===== config.mk =====
export PLATFORM = sky130hd
export DESIGN_NAME = gbt_ram
export DESIGN_NICKNAME = d
export VERILOG_FILES = /design/src/design/gbt_ram.sv
export SDC_FILE = /design/constraint.sdc
export NUM_CORES = 1
export LEC_CHECK = 0
export ABC_CLOCK_PERIOD_IN_PS = 3650
export BUFFER_PORTS_ARGS = -buffer_cell sky130_fd_sc_hd__buf_2
export CAP_MARGIN = 10
export CORE_MARGIN = 2
export CORE_UTILIZATION = 40
export DETAILED_ROUTE_END_ITERATION = 10
export SLEW_MARGIN = 20
export SYNTH_ARGS = -nofsm -noshare
export SYNTH_HDL_FRONTEND = slang
export SYNTH_SLANG_ARGS = --single-unit

===== constraint.sdc =====
create_clock -name clk -period 3.65 [get_ports clk]
set_input_delay 0.73 -clock clk [delete_from_list [all_inputs] [get_ports clk]]
set_output_delay 0.73 -clock clk [all_outputs]
set_load 0.1 [all_outputs]

===== src/design/gbt_ram.sv =====
// ----------------------------------------------------------------------------
// gbt_ram
// single-port-write, single-port-read synchronous ram, registered read data
// ----------------------------------------------------------------------------
module gbt_ram #(
  parameter int AW = 6,
  parameter int DW = 8
) (
  input  logic          clk,
  input  logic          we,
  input  logic [AW-1:0] wa,
  input  logic [DW-1:0] wd,
  input  logic          re,
  input  logic [AW-1:0] ra,
  output logic [DW-1:0] rd
);

  logic [DW-1:0] mem [2**AW];
  logic [DW-1:0] rd_r;

  always_ff @(posedge clk) begin
    if (we) begin
      mem[wa] <= wd;
    end
  end

  always_ff @(posedge clk) begin
    if (re) begin
      rd_r <= mem[ra];
    end
  end

  assign rd = rd_r;

endmodule


==> results by group <==
Outcome
  • Status: completed

Pwr
  • Cell internal pwr: 9.631 mW
  • Comb power frac: 5.5%
  • Part of the power in registers: 54.3%
  • Max IR drop VDD: 352.0 uV
  • Switching pwr: 2.601 mW
  • Leakage: 7.300 nW
  • Power Density: 527.6 nW/um2
  • Clock share of power: 40.2%
  • Net Sw Frac: 21.26%
  • Design Power: 12.23 mW

Clock network
  • Clock root buffer: clkbuf_16
  • Setup repair bufs after CTS: 0
  • Worst-Skew Late Latency: 0.59 ns
  • TritonCTS clock tree: built
  • TritonCTS Buffers: 50
  • Clock Tree Buf Depth: 3
  • Reg clk slew, reported paths: 0.06 ns
  • Clock sinks: 520
  • Hold Buf Count CTS: 0
  • H-tree levels: 2
  • Post-CTS Resized: 0

Timing
  • Final critical-path required period: 2.542 ns
  • Final hold vios: 0
  • Layout Skew: 0.02803 ns
  • Setup TNS: 0 ns
  • RSZ-0062 raised after global routing: false
  • Setup violations, final: 0
  • Final Cycle Share: 69.64%
  • Worst-Margin Slew: 0.9201 ns
  • Final max-slew violation count: 0
  • Max Fclk: 393.4 MHz
  • Slew headroom: 38.43%

Logic synthesis
  • Most frequent cells after synthesis: edfxtp_1, mux4_2, nor2_1
  • Ys Warns: 0
  • Register area share after synthesis: 77.12%
  • Net count after synthesis: 963
  • Count leader, synth: edfxtp_1
  • Mapped Avg Cell Area: 21.54 um2
  • Yosys cell types: 39
  • Yosys top cell by area: edfxtp_1
  • Number of synthesized register bits: 520
  • Synth area leaders: edfxtp_1, mux4_2, nor2_1
  • Synth Instances: 940
  • Share of the synthesized area in the top cell type: 77.12%
  • Fraction of registers with async set/reset: 0%
  • Synth Flop Type: edfxtp_1
  • Synthesized area: 20250 um2
  • Number of synthesized flops with an enable pin: 520

Worst setup path
  • RR Startpoint: mem[24][4]
  • Data arrival, critical path: 2.88 ns
  • CP max stage cell: mux4_2
  • Top delay family on crit path: multiplexers
  • Slack of the worst reg-to-reg path: 1.49 ns
  • Crit path kind: in2reg
  • Crit path largest cell delay: 0.53 ns
  • Bufs and invs on worst path: 2
  • Reg-to-Reg End: rd[4]
  • Critical Path Start Type: input pin
  • Worst endpoint required time: 3.98 ns
  • Register-to-Register Path Depth: 5
  • Instance count on the critical path: 7
  • Crit path max fanout: 24
  • Cells along the critical path: clkbuf_8 > buf_12 > mux4_2 > mux2_2 > o221a_2 > nor3_1 > o32ai_1
  • Endpoint type of the worst setup path: flip-flop

Routing
  • WL final: 45770 um
  • Vias post-DR: 9790
  • Via/cell ratio: 5.553
  • DRC: 0
  • Routed length per instance: 25.96 um
  • Drt first pass iters: 7
  • Drt initial violations: 1112
  • Remaining antenna violation count: 0

GRT
  • Most crowded layer after global routing: met2
  • GRT Total Usage: 17.78%
  • First-pass GRT wire length: 68200 um
  • Initial antenna violation count: 1
  • M1 GR Usage: 25.63%
  • Vias in the first global route: 9991
  • Met3 Use GR: 3.237%
  • GR Overflow Total: 0
  • Largest net degree at the start of global routing: 65
  • Met2 Use GR: 28.06%

Die
  • Die Width: 229.0 um
  • I/O pin cnt: 31
  • # rows: 82
  • Chip height: 229.0 um
  • Core footprint: 50070 um2
  • Die area: 52430 um2
  • Initial Utilization: 40.44%

Final layout
  • Ant. Diodes: 0
  • Final std cells w/o fill: 1763
  • Post-route cell area: 23180 um2
  • Ratio of cells with drive above 1 in the final layout: 29.42%
  • Reg area: 15620 um2
  • Multi-input logic area: 4315 um2
  • Area grow syn2layout: 14.50%
  • Final nets: 1076
  • Filler cell count: 4255

Hold path
  • Worst Hold Class: in2reg
  • Hold Startpoint: re
  • Hold endpoint: rd[3]
  • Hold depth: 1

Place
  • Post-DP Area: 21630 um2
  • IO Port Bufs: 30
  • Placed Instances: 1673
  • HPWL Detailed: 28780 um
  • Gpl congestion: 0.8205

Job
  • Maxcap violations: 0
-- metrics by stage --
| stage | hold slack (ns) | setup WS, ns | util (%) |
|---|---|---|---|
| after floorplan | 0.7971 | 1.114 | - |
| after global placement | 0.9052 | 0.5207 | 43.19 |
| after detailed placement | 0.9491 | 0.4605 | 43.19 |
| after CTS | 0.4872 | 1.093 | 46.29 |
| after global routing | 0.4921 | 1.053 | 46.30 |
| final | 0.5214 | 1.108 | 46.30 |
-- layout by cell type (no fill, tap or decap), drive strengths merged --
cell and count:
buf 111, and2 1, a211oi 4, nand2 19, bufinv 3, o21a 2, a31oi 1, mux2 13
o32ai 2, nand3b 3, edfxtp 520, nor4 2, o22ai 8, o21ai 4, or3 1, clkbuf 61
o221ai 8, nand3 13, a2111oi 2, mux2i 23, o311ai 1, a221oi 6, a21oi 3, nor2 83
nand2b 7, nor3 7, o2111ai 3, clkinv 25, mux4 126, nand4 2, clkinvlp 2, nor2b 14
o221a 2, o2bb2ai 3, a22oi 3, nand4b 1, o41ai 2
-- worst reg2reg max path: stages (launching register included) --
cell      delay [ns]
edfxtp_1        0.38
mux4_2          0.47
mux2_2          0.29
o221a_2         0.28
nor3_1          0.35
o32ai_1         0.14
-- routing by layer --
metal / part of all wire, % / up-vias
li1: - / 4154
met1: 44 / 5227
met2: 48 / 336
met3: 6.5 / 71
met4: 2.3 / 2
met5: 0.035 / -
-- kinds of logic (layout without fill, tap and decap cells) --
family,count (synthesis),after routing,share of synthesized area (%)
AOI/OAI and AO/OA,54,54,2.064
and+or+nand+nor,153,153,3.374
DFF,520,520,77.12
muxes,162,162,15.88
buffers and inverters,51,202,1.563
-- worst max path at each step --
stage / start / endpoint / slack, ns
after CTS: ra[0] / rd[4] / 1.09
after detailed placement: ra[0] / rd[4] / 0.46
after floorplan: ra[1] / rd[3] / 1.11
after global routing: ra[0] / rd[6] / 1.05
after global placement: ra[0] / rd[6] / 0.52
final: ra[0] / rd[4] / 1.11
-- registers in the layout, indices dropped and copies added, names as in the netlist --
register  count
mem         512
rd            8
-- area by class of cell --
class                           count  area share [%]
Clock buffer                       60           5.651
Clock inverter                     30           1.036
Multi-Input combinational cell    369           18.61
Sequential cell                   520           67.35
Tap cell                          672           3.627
Timing Repair Buffer              112           3.718
-- power by group through the flow --
| stage | Combinational [mW] | Sequential [mW] | Clock (mW) |
|---|---|---|---|
| final | 0.677 | 6.64 | 4.91 |
| after global routing | 0.719 | 6.64 | 5.26 |
| after CTS | 0.689 | 6.64 | 5.02 |
| after detailed placement | 0.688 | 6.77 | 0 |
| after global placement | 0.675 | 6.77 | 0 |
| after floorplan | 0.352 | 6.82 | 0 |
(Power assumes the default switching activity.)
