File: config.mk
export PLATFORM = sky130hd
export DESIGN_NAME = gbt_out_stage
export DESIGN_NICKNAME = d
export VERILOG_FILES = /design/src/design/gbt_pkg.sv /design/src/design/gbt_out_stage.sv
export SDC_FILE = /design/constraint.sdc
export NUM_CORES = 1
export LEC_CHECK = 0
export BUFFER_PORTS_ARGS = -buffer_cell sky130_fd_sc_hd__buf_2
export CAP_MARGIN = 20
export CORE_AREA = 5 5 42 44
export CTS_CLUSTER_SIZE = 8
export DETAILED_ROUTE_END_ITERATION = 8
export DIE_AREA = 0 0 47 49
export SLEW_MARGIN = 25
export SYNTH_ARGS = -nofsm -noshare
export SYNTH_HDL_FRONTEND = slang
export SYNTH_SLANG_ARGS = --single-unit
File: constraint.sdc
create_clock -name clk -period 0.8 [get_ports clk]
set_input_delay 0.12 -clock clk [delete_from_list [all_inputs] [get_ports clk]]
set_output_delay 0.12 -clock clk [all_outputs]
set_load 0.05 [all_outputs]
File: src/design/gbt_pkg.sv
// ----------------------------------------------------------------------------
// gbt_pkg
// shared constants, codes and types of the graph traversal block
// ----------------------------------------------------------------------------
package gbt_pkg;

  localparam int MAX_VERTICES = 64;
  localparam int MAX_ENTRIES  = 512;

  localparam int VIDX_W = $clog2(MAX_VERTICES);
  localparam int CNT_W  = $clog2(MAX_VERTICES + 1);
  localparam int EIDX_W = $clog2(MAX_ENTRIES);
  localparam int EPTR_W = $clog2(MAX_ENTRIES + 1);
  localparam int CFG_W  = 7;
  localparam int VTX_W  = 6;
  localparam int ST_W   = 2;
  localparam int MODE_W = 2;

  localparam logic [EPTR_W-1:0] NO_ENTRY = EPTR_W'(MAX_ENTRIES);
  localparam logic [CFG_W-1:0]  COUNT_RESET = CFG_W'(64);

  typedef enum logic [MODE_W-1:0] {
    MODE_ADD = 2'd0,
    MODE_CLR = 2'd1,
    MODE_BFS = 2'd2,
    MODE_DFS = 2'd3
  } mode_t;

  typedef enum logic [ST_W-1:0] {
    ST_OK   = 2'd0,
    ST_BAD  = 2'd1,
    ST_FULL = 2'd2
  } status_t;

  typedef struct packed {
    logic [VTX_W-1:0] vertex;
    logic [ST_W-1:0]  status;
    logic             last;
  } res_t;

  function automatic logic is_null(input logic [EPTR_W-1:0] p);
    return p >= NO_ENTRY;
  endfunction

endpackage

File: src/design/gbt_out_stage.sv
// ----------------------------------------------------------------------------
// gbt_out_stage
// result output register with valid/stall handshake
// ----------------------------------------------------------------------------
module gbt_out_stage (
  input  logic                     clk,
  input  logic                     rst_n,
  input  logic                     push,
  input  gbt_pkg::res_t            res,
  output logic                     can_push,
  output logic                     out_valid,
  input  logic                     out_stall,
  output logic [gbt_pkg::VTX_W-1:0] out_vertex,
  output logic [gbt_pkg::ST_W-1:0]  out_status,
  output logic                     out_last
);

  logic          valid_r;
  gbt_pkg::res_t data_r;

  assign can_push = !valid_r || !out_stall;

  always_ff @(posedge clk) begin
    if (!rst_n) begin
      valid_r <= 1'b0;
    end else if (push) begin
      valid_r <= 1'b1;
    end else if (!out_stall) begin
      valid_r <= 1'b0;
    end
  end

  always_ff @(posedge clk) begin
    if (push) begin
      data_r <= res;
    end
  end

  assign out_valid  = valid_r;
  assign out_vertex = data_r.vertex;
  assign out_status = data_r.status;
  assign out_last   = data_r.last;

endmodule

==> results of run 1 <==
-- metal layers --
layer	track usage, %	vias to the layer above	part of all wire, %
met3	4.06	0	16
met4	4.15	0	0
li1	-	103	-
met1	6.90	79	39
met2	5.88	15	45
met5	0	-	0
-- cell families (layout without fill, tap and decap cells) --
| family | Yosys count | in the layout | share of synthesized area, % |
|---|---|---|---|
| simple gates | 2 | 2 | 3.28 |
| buf+inv | 0 | 27 | 0 |
| flops | 10 | 10 | 95.1 |
| compound gates | 1 | 1 | 1.64 |
-- flip-flops by register name, indices dropped and copies added, names as in the netlist --
register,cells
out_vertex,6
out_status,2
out_last,1
out_valid,1
-- critical path, cell delays in order, from the launching register on --
cell and delay (ns):
dfxtp_4 0.36, nand2_4 0.05, buf_6 0.15
-- how the worst max path moves through the flow --
| stage | cells past startpoint | slack, ns | to | startpoint |
|---|---|---|---|---|
| floorplan | 1 | 0.003 | can_push | out_valid$_SDFFE_PN0P_ |
| global placement | 2 | 0.07 | can_push | out_valid$_SDFFE_PN0P_ |
| detailed placement | 2 | 0.07 | can_push | out_valid$_SDFFE_PN0P_ |
| CTS | 1 | -0.15 | out_vertex[1] | out_vertex[1]$_DFFE_PP_ |
| global route | 1 | -0.17 | out_last | out_last$_DFFE_PP_ |
| finish | 2 | -0.13 | can_push | out_valid$_SDFFE_PN0P_ |
-- metrics by stage --
step	setup TNS [ns]	cells	setup WS, ns	hold slack, ns
2_1_floorplan	0	13	0.00316	0.219
3_3_place_gp	0	52	0.0750	0.298
3_5_place_dp	0	52	0.0736	0.298
4_1_cts	-1.45	56	-0.146	0.0237
5_1_grt	-1.68	56	-0.168	0.0188
6_report	-1.26	56	-0.134	0.0369
-- layout make-up --
class                      count  area (um^2)
fill                         141          841
sequential                    10          294
timing repair buffer          23          188
clock buffer                   4         36.3
multi-input combinational      3         22.5
tap                           16         20.0
-- report_power, final --
group | switching, mW | internal [mW] | total (mW)
sequential | 0.0197 | 0.613 | 0.633
clock | 0.155 | 0.276 | 0.431
combinational | 0.182 | 0.103 | 0.286
total | 0.357 | 0.992 | 1.35
-- cells in the final DEF, fill, tap and decap left out --
cell type / count
dfxtp_4: 1
nand2_4: 1
nor2b_1: 1
clkbuf_4: 3
a21oi_1: 1
edfxtp_1: 9
buf_8: 1
buf_2: 12
clkbuf_8: 1
buf_6: 10
-- repair_timing --
action,in CTS,in global routing
gates resized for setup,22,2
gates cloned,0,0
setup endpoints to repair,11,11
==> flow_metrics.env, run 1 <==
export IMPL_fp_dieH_um=49
export IMPL_die_w_um=47
export IMPL_worst_setup_path_end_kind="primary output"
export IMPL_first_pass_iters=2
export IMPL_stdcell_area_um2=561
export IMPL_p_total_mw=1.35
export IMPL_critPathRequiredTime_ns=0.68
export IMPL_ff2ff_setup_slack_ns=0.15
export IMPL_grt_util_all_layers_pct=5.43
export IMPL_netlist_area_leader_share_pct=88.5
export IMPL_min_to="out_vertex[1]$_DFFE_PP_"
export IMPL_outcome="finished, violations left"
export IMPL_cts_root_buffer="clkbuf_4"
export IMPL_grt_pass1_wl_um=841
export IMPL_ir_worst_vdd_mv=1.06
export IMPL_reg2reg_to="out_valid$_SDFFE_PN0P_"
export IMPL_cts_tree="yes"
export IMPL_pin_count=24
export IMPL_cp_arrival_ns=0.81
export IMPL_cts_buffer_depth=2
export IMPL_grt_overflow_total=0
export IMPL_reg2regPathDepth=2
export IMPL_power_density_nw_per_um2=2410
export IMPL_grt_pass1_vias=202
export IMPL_placed_cell_area_um2=449
export IMPL_drv_slew=0
export IMPL_clock_latency_ns=0.25
export IMPL_holdBufCountCts=0
export IMPL_synthCells=13
export IMPL_synth_area_um2=305
export IMPL_syn_to_final_growth_pct=83.6
export IMPL_antenna_cells=0
export IMPL_worstMarginPinSlew_ns=0.212
export IMPL_r2r_start="out_valid$_SDFFE_PN0P_"
export IMPL_grt_max_degree=11
export IMPL_worstSetupStartpointType="flop"
export IMPL_hold_path_class="primary input to flop"
export IMPL_p_leak_nw=0.245
export IMPL_drt_vias_per_instance=3.52
export IMPL_path_max_fanout=3
export IMPL_hold_start="res[4]"
export IMPL_port_buffers=23
export IMPL_yosys_cell_types_count=5
export IMPL_dieArea_um2=2300
export IMPL_row_count=14
export IMPL_fmax_mhz=1070
export IMPL_worst_slack_ns=-0.134
export IMPL_hold_violations=0
export IMPL_ys_ff_latch=10
export IMPL_critPathKind="flop to primary output"
export IMPL_yosys_warnings=0
export IMPL_path_clk_slew_ns=0.06
export IMPL_dr_total_vias=197
export IMPL_antenna_found_initial=0
export IMPL_ys_async_sr_fraction_pct=0
export IMPL_synth_area_top_cells="edfxtp_1, dfxtp_1, nor2b_1"
export IMPL_finalCriticalPeriod_ns=0.934
export IMPL_wl_per_cell_um=10.2
export IMPL_synth_most_common_cell="edfxtp_1"
export IMPL_fin_util_pct=40.0
export IMPL_wl_um=571
export IMPL_avgSynthCellArea_um2=23.5
export IMPL_final_nets=54
export IMPL_drc=0
export IMPL_slew_headroom_pct=85.9
export IMPL_maxCapViolations=0
export IMPL_syn_nets=26
export IMPL_layout_drive_gt1_share_pct=72.5
export IMPL_start_util_pct=21.8
export IMPL_setup_violations=11
export IMPL_synth_edf_count=9
export IMPL_fin_crit_sh_pct=117
export IMPL_numCtsBuffers=3
export IMPL_finalClockSkew_ns=0
export IMPL_holdPathStages=1
export IMPL_yosys_top_cells_count="edfxtp_1, a21oi_1, dfxtp_1, nand2_1, nor2b_1"
export IMPL_gp_congestion=0.613
export IMPL_failed_checks="setup timing"
export IMPL_seq_area_frac_synth_pct=95.1
export IMPL_synth_ff_type="edfxtp_1"
export IMPL_ant_nets=0
export IMPL_ctsHtreeMaxLevel=1
export IMPL_synth_largest_area_cell="edfxtp_1"
export IMPL_post_cts_buffers=0
export IMPL_clkSinkCount=10
export IMPL_rsz0062_at_grt="true"
export IMPL_drt_iter0_markers=3
export IMPL_core_um2=1400
No activity file was read; power rests on OpenSTA's default activity.
==> run 2: changes to the inputs <==
- RECOVER_POWER: default -> 100
==> run 2 against run 1 <==
Net effect:
- the flow still finishes with violations (setup timing)
- via count stayed put
- sequential power hardly changed
- utilization is 0.089 points lower
- setup slack hardly changed
- clock power hardly changed
- power hardly changed
- largest cell class unchanged
- count of clock-buffer cells in the layout stayed put
- die area stayed put
- highest routed layer unchanged
- combinational power hardly changed
==> flow_metrics.env, run 2 (same netlist as run 1, synthesis figures left out) <==
export IMPL_hold_violations=0
export IMPL_holdBufCountCts=0
export IMPL_fin_crit_sh_pct=117
export IMPL_dr_total_vias=197
export IMPL_pin_count=24
export IMPL_fmax_mhz=1070
export IMPL_slew_headroom_pct=66.4
export IMPL_cts_tree="yes"
export IMPL_final_nets=54
export IMPL_layout_drive_gt1_share_pct=70.0
export IMPL_ant_nets=0
export IMPL_first_pass_iters=2
export IMPL_core_um2=1400
export IMPL_start_util_pct=21.8
export IMPL_hold_path_class="primary input to flop"
export IMPL_rsz0062_at_grt="true"
export IMPL_worstMarginPinSlew_ns=0.505
export IMPL_placed_cell_area_um2=449
export IMPL_worstSetupStartpointType="flop"
export IMPL_wl_um=573
export IMPL_finalCriticalPeriod_ns=0.934
export IMPL_m1WireLength_um=229
export IMPL_stdcell_area_um2=559
export IMPL_drv_slew=0
export IMPL_drc=0
export IMPL_ir_worst_vdd_mv=1.06
export IMPL_antenna_found_initial=0
export IMPL_critPathKind="flop to primary output"
export IMPL_multi_input_area_um2=22.5
export IMPL_antenna_cells=0
export IMPL_numCtsBuffers=3
export IMPL_syn_to_final_growth_pct=83.2
export IMPL_cts_root_buffer="clkbuf_4"
export IMPL_top_layer="met3"
export IMPL_finalClockSkew_ns=0
export IMPL_worst_slack_ns=-0.134
export IMPL_row_count=14
export IMPL_grt_overflow_total=0
export IMPL_post_cts_buffers=0
export IMPL_layout_common_cells="buf_2, buf_6, edfxtp_1"
export IMPL_path_max_fanout=3
export IMPL_worst_setup_path_end_kind="primary output"
export IMPL_grt_util_all_layers_pct=5.43
export IMPL_die_w_um=47
export IMPL_cts_buffer_depth=2
export IMPL_largest_register_ff_count=6
export IMPL_grt_pass1_vias=202
export IMPL_clkSinkCount=10
export IMPL_path_clk_slew_ns=0.06
export IMPL_wl_per_cell_um=10.2
export IMPL_failed_checks="setup timing"
export IMPL_gp_congestion=0.613
export IMPL_setup_violations=11
export IMPL_wl_met2_um=254
export IMPL_drt_iter0_markers=3
export IMPL_ctsHtreeMaxLevel=1
export IMPL_dp_slack_ns=0.0736
export IMPL_maxCapViolations=0
export IMPL_cp_arrival_ns=0.81
export IMPL_critPathRequiredTime_ns=0.68
export IMPL_grt_pass1_wl_um=841
export IMPL_drt_vias_per_instance=3.52
export IMPL_fp_dieH_um=49
export IMPL_layout_commonest_cell="buf_2"
export IMPL_outcome="finished, violations left"
export IMPL_p_leak_nw=0.242
export IMPL_clock_latency_ns=0.25
export IMPL_grt_max_degree=11
export IMPL_regArea_um2=294
export IMPL_dieArea_um2=2300
export IMPL_wl_met3_um=88
export IMPL_ctsResizeCount=22
export IMPL_power_density_nw_per_um2=2410
export IMPL_fillers=142
export IMPL_port_buffers=23
-- run 2: cell types whose count changed in the layout (fill, tap and decap cells not counted) --
cell | before | now
buf_2 | 12 | 11
clkbuf_1 | 0 | 1
-- run 2: worst paths after layout --
check,slack [ns],cells past startpoint,from,to
hold / removal,0.04,1,res[4],out_vertex[1]$_DFFE_PP_
setup / recovery,-0.13,2,out_valid$_SDFFE_PN0P_,can_push
setup reg to reg,0.15,2,out_valid$_SDFFE_PN0P_,out_valid$_SDFFE_PN0P_
hold reg to reg,0.58,2,out_valid$_SDFFE_PN0P_,out_valid$_SDFFE_PN0P_
-- run 2: metrics by stage --
step                power (mW)  cells  hold WS (ns)  TNS (ns)  util, %
CTS                       1.37     56        0.0237     -1.45     39.6
finish                    1.35     56        0.0368     -1.26     39.9
detailed placement       0.872     52         0.298         0     32.1
floorplan                0.796     13         0.219         0        -
global route              1.42     56        0.0188     -1.68     39.9
global placement         0.870     52         0.298         0     32.1
-- run 2: critical path, stage by stage, from the launching register on --
cell and delay, ns:
dfxtp_4 0.36, nand2_4 0.05, buf_6 0.15
-- run 2: report_power, final --
group | switching (mW) | internal (mW) | total [mW]
combinational | 0.182 | 0.103 | 0.285
clock | 0.155 | 0.276 | 0.431
sequential | 0.0197 | 0.614 | 0.633
-- run 2: routing by layer --
| layer | vias to the layer above | GRT usage (%) |
|---|---|---|
| met1 | 79 | 6.90 |
| met5 | - | 0 |
| met2 | 15 | 5.88 |
| li1 | 103 | - |
| met4 | 0 | 4.15 |
| met3 | 0 | 4.06 |
-- run 2: layout make-up --
cell class / instances / share of cell area [%]
repair buffers: 23 / 33.3
clock buffers: 4 / 6.49
well taps: 16 / 3.58
flip-flops and latches: 10 / 52.6
multi-input cells: 3 / 4.03
==> run 3: changes to the inputs <==
- ABC_AREA: default -> 1
- CELL_PAD_IN_SITES_DETAIL_PLACEMENT: default -> 0
- CELL_PAD_IN_SITES_GLOBAL_PLACEMENT: default -> 1
- PLACE_DENSITY_LB_ADDON: default -> 0.1
- REMOVE_ABC_BUFFERS: default -> 1
==> run 3 against run 2 <==
Net effect:
- the run still ends with setup timing left
- setup slack better by 0.0057 ns
- final cell count is 3.6% higher
- combinational power hardly changed
- die area stayed put
- count of clock-buffer cells in the layout is 1 lower
- first-iteration DRC count is 67% lower
- hold slack worse by 0.0037 ns
- wire length is 6.5% higher
- fmax is 0.61% higher
- critical endpoint is now out_vertex[4]
- largest power group unchanged
==> flow_metrics.env, run 3 <==
export IMPL_outcome="finished, violations left"
export IMPL_failed_checks="setup timing"
export IMPL_drc=0
export IMPL_synth_edf_count=9
export IMPL_netlist_area_leader_share_pct=86.4
export IMPL_min_to="out_status[1]$_DFFE_PP_"
export IMPL_worstPathCellList="buf_6"
export IMPL_yosys_top_cells_count="edfxtp_1, inv_1, a21oi_2, dfxtp_1, nand2_2"
export IMPL_crit_family="flip-flops"
export IMPL_numCtsBuffers=3
export IMPL_layout_common_cells="buf_2, edfxtp_1, buf_6"
export IMPL_holdPathStages=1
export IMPL_ff2ff_setup_slack_ns=0.11
export IMPL_cts_tree="yes"
export IMPL_drt_vias_per_instance=3.81
export IMPL_finalCriticalPeriod_ns=0.928
export IMPL_synth_area_top_cells="edfxtp_1, dfxtp_1, a21oi_2"
export IMPL_slew_headroom_pct=65.8
export IMPL_hold_start="res[2]"
export IMPL_placed_cell_area_um2=448
export IMPL_final_nets=56
export IMPL_slowest_stage="edfxtp_1"
export IMPL_cp_arrival_ns=0.81
export IMPL_cp_slowest_stage_delay_ns=0.38
export IMPL_antenna_found_initial=0
export IMPL_worstMarginPinSlew_ns=0.512
export IMPL_row_count=14
export IMPL_fmax_mhz=1080
export IMPL_wl_um=610
export IMPL_layout_commonest_cell="buf_2"
export IMPL_syn_to_final_growth_pct=76.0
export IMPL_ctsHtreeMaxLevel=1
export IMPL_start_util_pct=22.3
export IMPL_ys_async_sr_fraction_pct=0
export IMPL_synth_area_um2=313
export IMPL_largest_register_ff_count=6
export IMPL_drv_slew=0
export IMPL_core_um2=1400
export IMPL_worst_slack_ns=-0.128
export IMPL_port_buffers=23
export IMPL_dp_hpwl_um=480
export IMPL_reg2regPathDepth=3
export IMPL_die_w_um=47
export IMPL_p_leak_nw=0.242
export IMPL_fp_dieH_um=49
export IMPL_cts_buffer_depth=2
export IMPL_seq_area_frac_synth_pct=92.8
export IMPL_p_total_mw=1.26
export IMPL_r2r_start="out_valid$_SDFFE_PN0P_"
export IMPL_cts_root_buffer="clkbuf_4"
export IMPL_synth_ff_type="edfxtp_1"
export IMPL_cp_num_buf_inv=1
export IMPL_stdcell_area_um2=551
export IMPL_wl_per_cell_um=10.5
export IMPL_path_max_fanout=1
export IMPL_worst_setup_path_end_kind="primary output"
export IMPL_ys_ff_latch=10
export IMPL_synth_largest_area_cell="edfxtp_1"
export IMPL_grt_max_degree=11
export IMPL_grt_pass1_vias=261
export IMPL_critPathKind="flop to primary output"
export IMPL_yosys_cell_types_count=5
export IMPL_first_pass_iters=2
export IMPL_layout_drive_gt1_share_pct=69.0
export IMPL_reg2reg_to="out_valid$_SDFFE_PN0P_"
export IMPL_clkSinkCount=10
export IMPL_ir_worst_vdd_mv=0.781
export IMPL_synth_most_common_cell="edfxtp_1"
export IMPL_antenna_cells=0
export IMPL_finalClockSkew_ns=0
export IMPL_maxCapViolations=0
export IMPL_pin_count=24
export IMPL_fin_hold_ws_ns=0.0331
export IMPL_worstSetupStartpointType="flop"
export IMPL_hold_violations=0
export IMPL_yosys_warnings=0
export IMPL_synthCells=14
export IMPL_clock_latency_ns=0.25
export IMPL_dp_cells=53
export IMPL_power_density_nw_per_um2=2290
export IMPL_gp_congestion=0.632
export IMPL_avgSynthCellArea_um2=22.3
export IMPL_dr_total_vias=221
export IMPL_grt_overflow_total=0
export IMPL_holdBufCountCts=0
export IMPL_ant_nets=0
export IMPL_grt_pass1_wl_um=966
export IMPL_grt_util_all_layers_pct=6.26
export IMPL_path_clk_slew_ns=0.07
export IMPL_hold_path_class="primary input to flop"
export IMPL_critPathRequiredTime_ns=0.68
export IMPL_dieArea_um2=2300
export IMPL_drt_iter0_markers=1
export IMPL_fin_crit_sh_pct=116
export IMPL_rsz0062_at_grt="true"
export IMPL_stdcell_count=58
export IMPL_setup_violations=11
-- run 3: cell types whose count changed after synthesis --
cell / previous run / this run
a21oi_1: 1 / 0
a21oi_2: 0 / 1
inv_1: 0 / 2
nand2_1: 1 / 0
nand2_2: 0 / 1
nor2b_1: 1 / 0
-- run 3: kinds of logic (layout without fill, tap and decap cells) --
family / after synthesis / in the layout / synth area share (%)
DFF: 10 / 10 / 92.8
buffers and inverters: 2 / 30 / 2.40
AOI/OAI and AO/OA: 1 / 1 / 2.80
and+or+nand+nor: 1 / 1 / 2.00
-- run 3: how the worst max path moves through the flow --
stage / start / to / depth (start not counted)
2_1_floorplan: out_valid$_SDFFE_PN0P_ / out_valid$_SDFFE_PN0P_ / 2
3_3_place_gp: out_valid$_SDFFE_PN0P_ / can_push / 2
3_5_place_dp: out_valid$_SDFFE_PN0P_ / can_push / 2
4_1_cts: out_valid$_SDFFE_PN0P_ / can_push / 2
5_1_grt: out_vertex[4]$_DFFE_PP_ / out_vertex[4] / 1
6_report: out_vertex[4]$_DFFE_PP_ / out_vertex[4] / 1
-- run 3: what timing repair did --
item / 4_1_cts / 5_1_grt
setup endpoints to repair: 11 / 11
endpoints found under the hold margin: 0 / 0
buffers inserted: 1 / 0
pin swaps: 1 / 1
gates resized for setup: 23 / 0
-- run 3: per-layer routing --
| layer | vias up | global-route usage, % | share of wire, % |
|---|---|---|---|
| met1 | 98 | 6.58 | 37 |
| met2 | 17 | 8.60 | 52 |
| li1 | 106 | - | - |
| met5 | - | 0 | 0 |
| met3 | 0 | 3.32 | 11 |
| met4 | 0 | 5.53 | 0 |
-- run 3: stage by stage --
| stage | util, % | worst slack [ns] | TNS [ns] |
|---|---|---|---|
| floorplan | - | -0.381 | -0.637 |
| global route | 39.3 | -0.188 | -1.87 |
| detailed placement | 32.0 | 0.0547 | 0 |
| global placement | 32.0 | 0.0662 | 0 |
| CTS | 39.4 | -0.150 | -1.53 |
| finish | 39.3 | -0.128 | -1.31 |
-- run 3: cell type report --
type,count,area [um^2]
Clock buffer,3,22.5
Clock inverter,1,3.75
Fill cell,144,851
Inverter,2,7.51
Multi-Input combinational cell,2,15.0
Sequential cell,10,292
Tap cell,16,20.0
Timing Repair Buffer,24,190
-- run 3: power by group --
part / switching [mW] / internal [mW]
clock: 0.162 / 0.180
combinational: 0.183 / 0.102
sequential: 0.0176 / 0.615
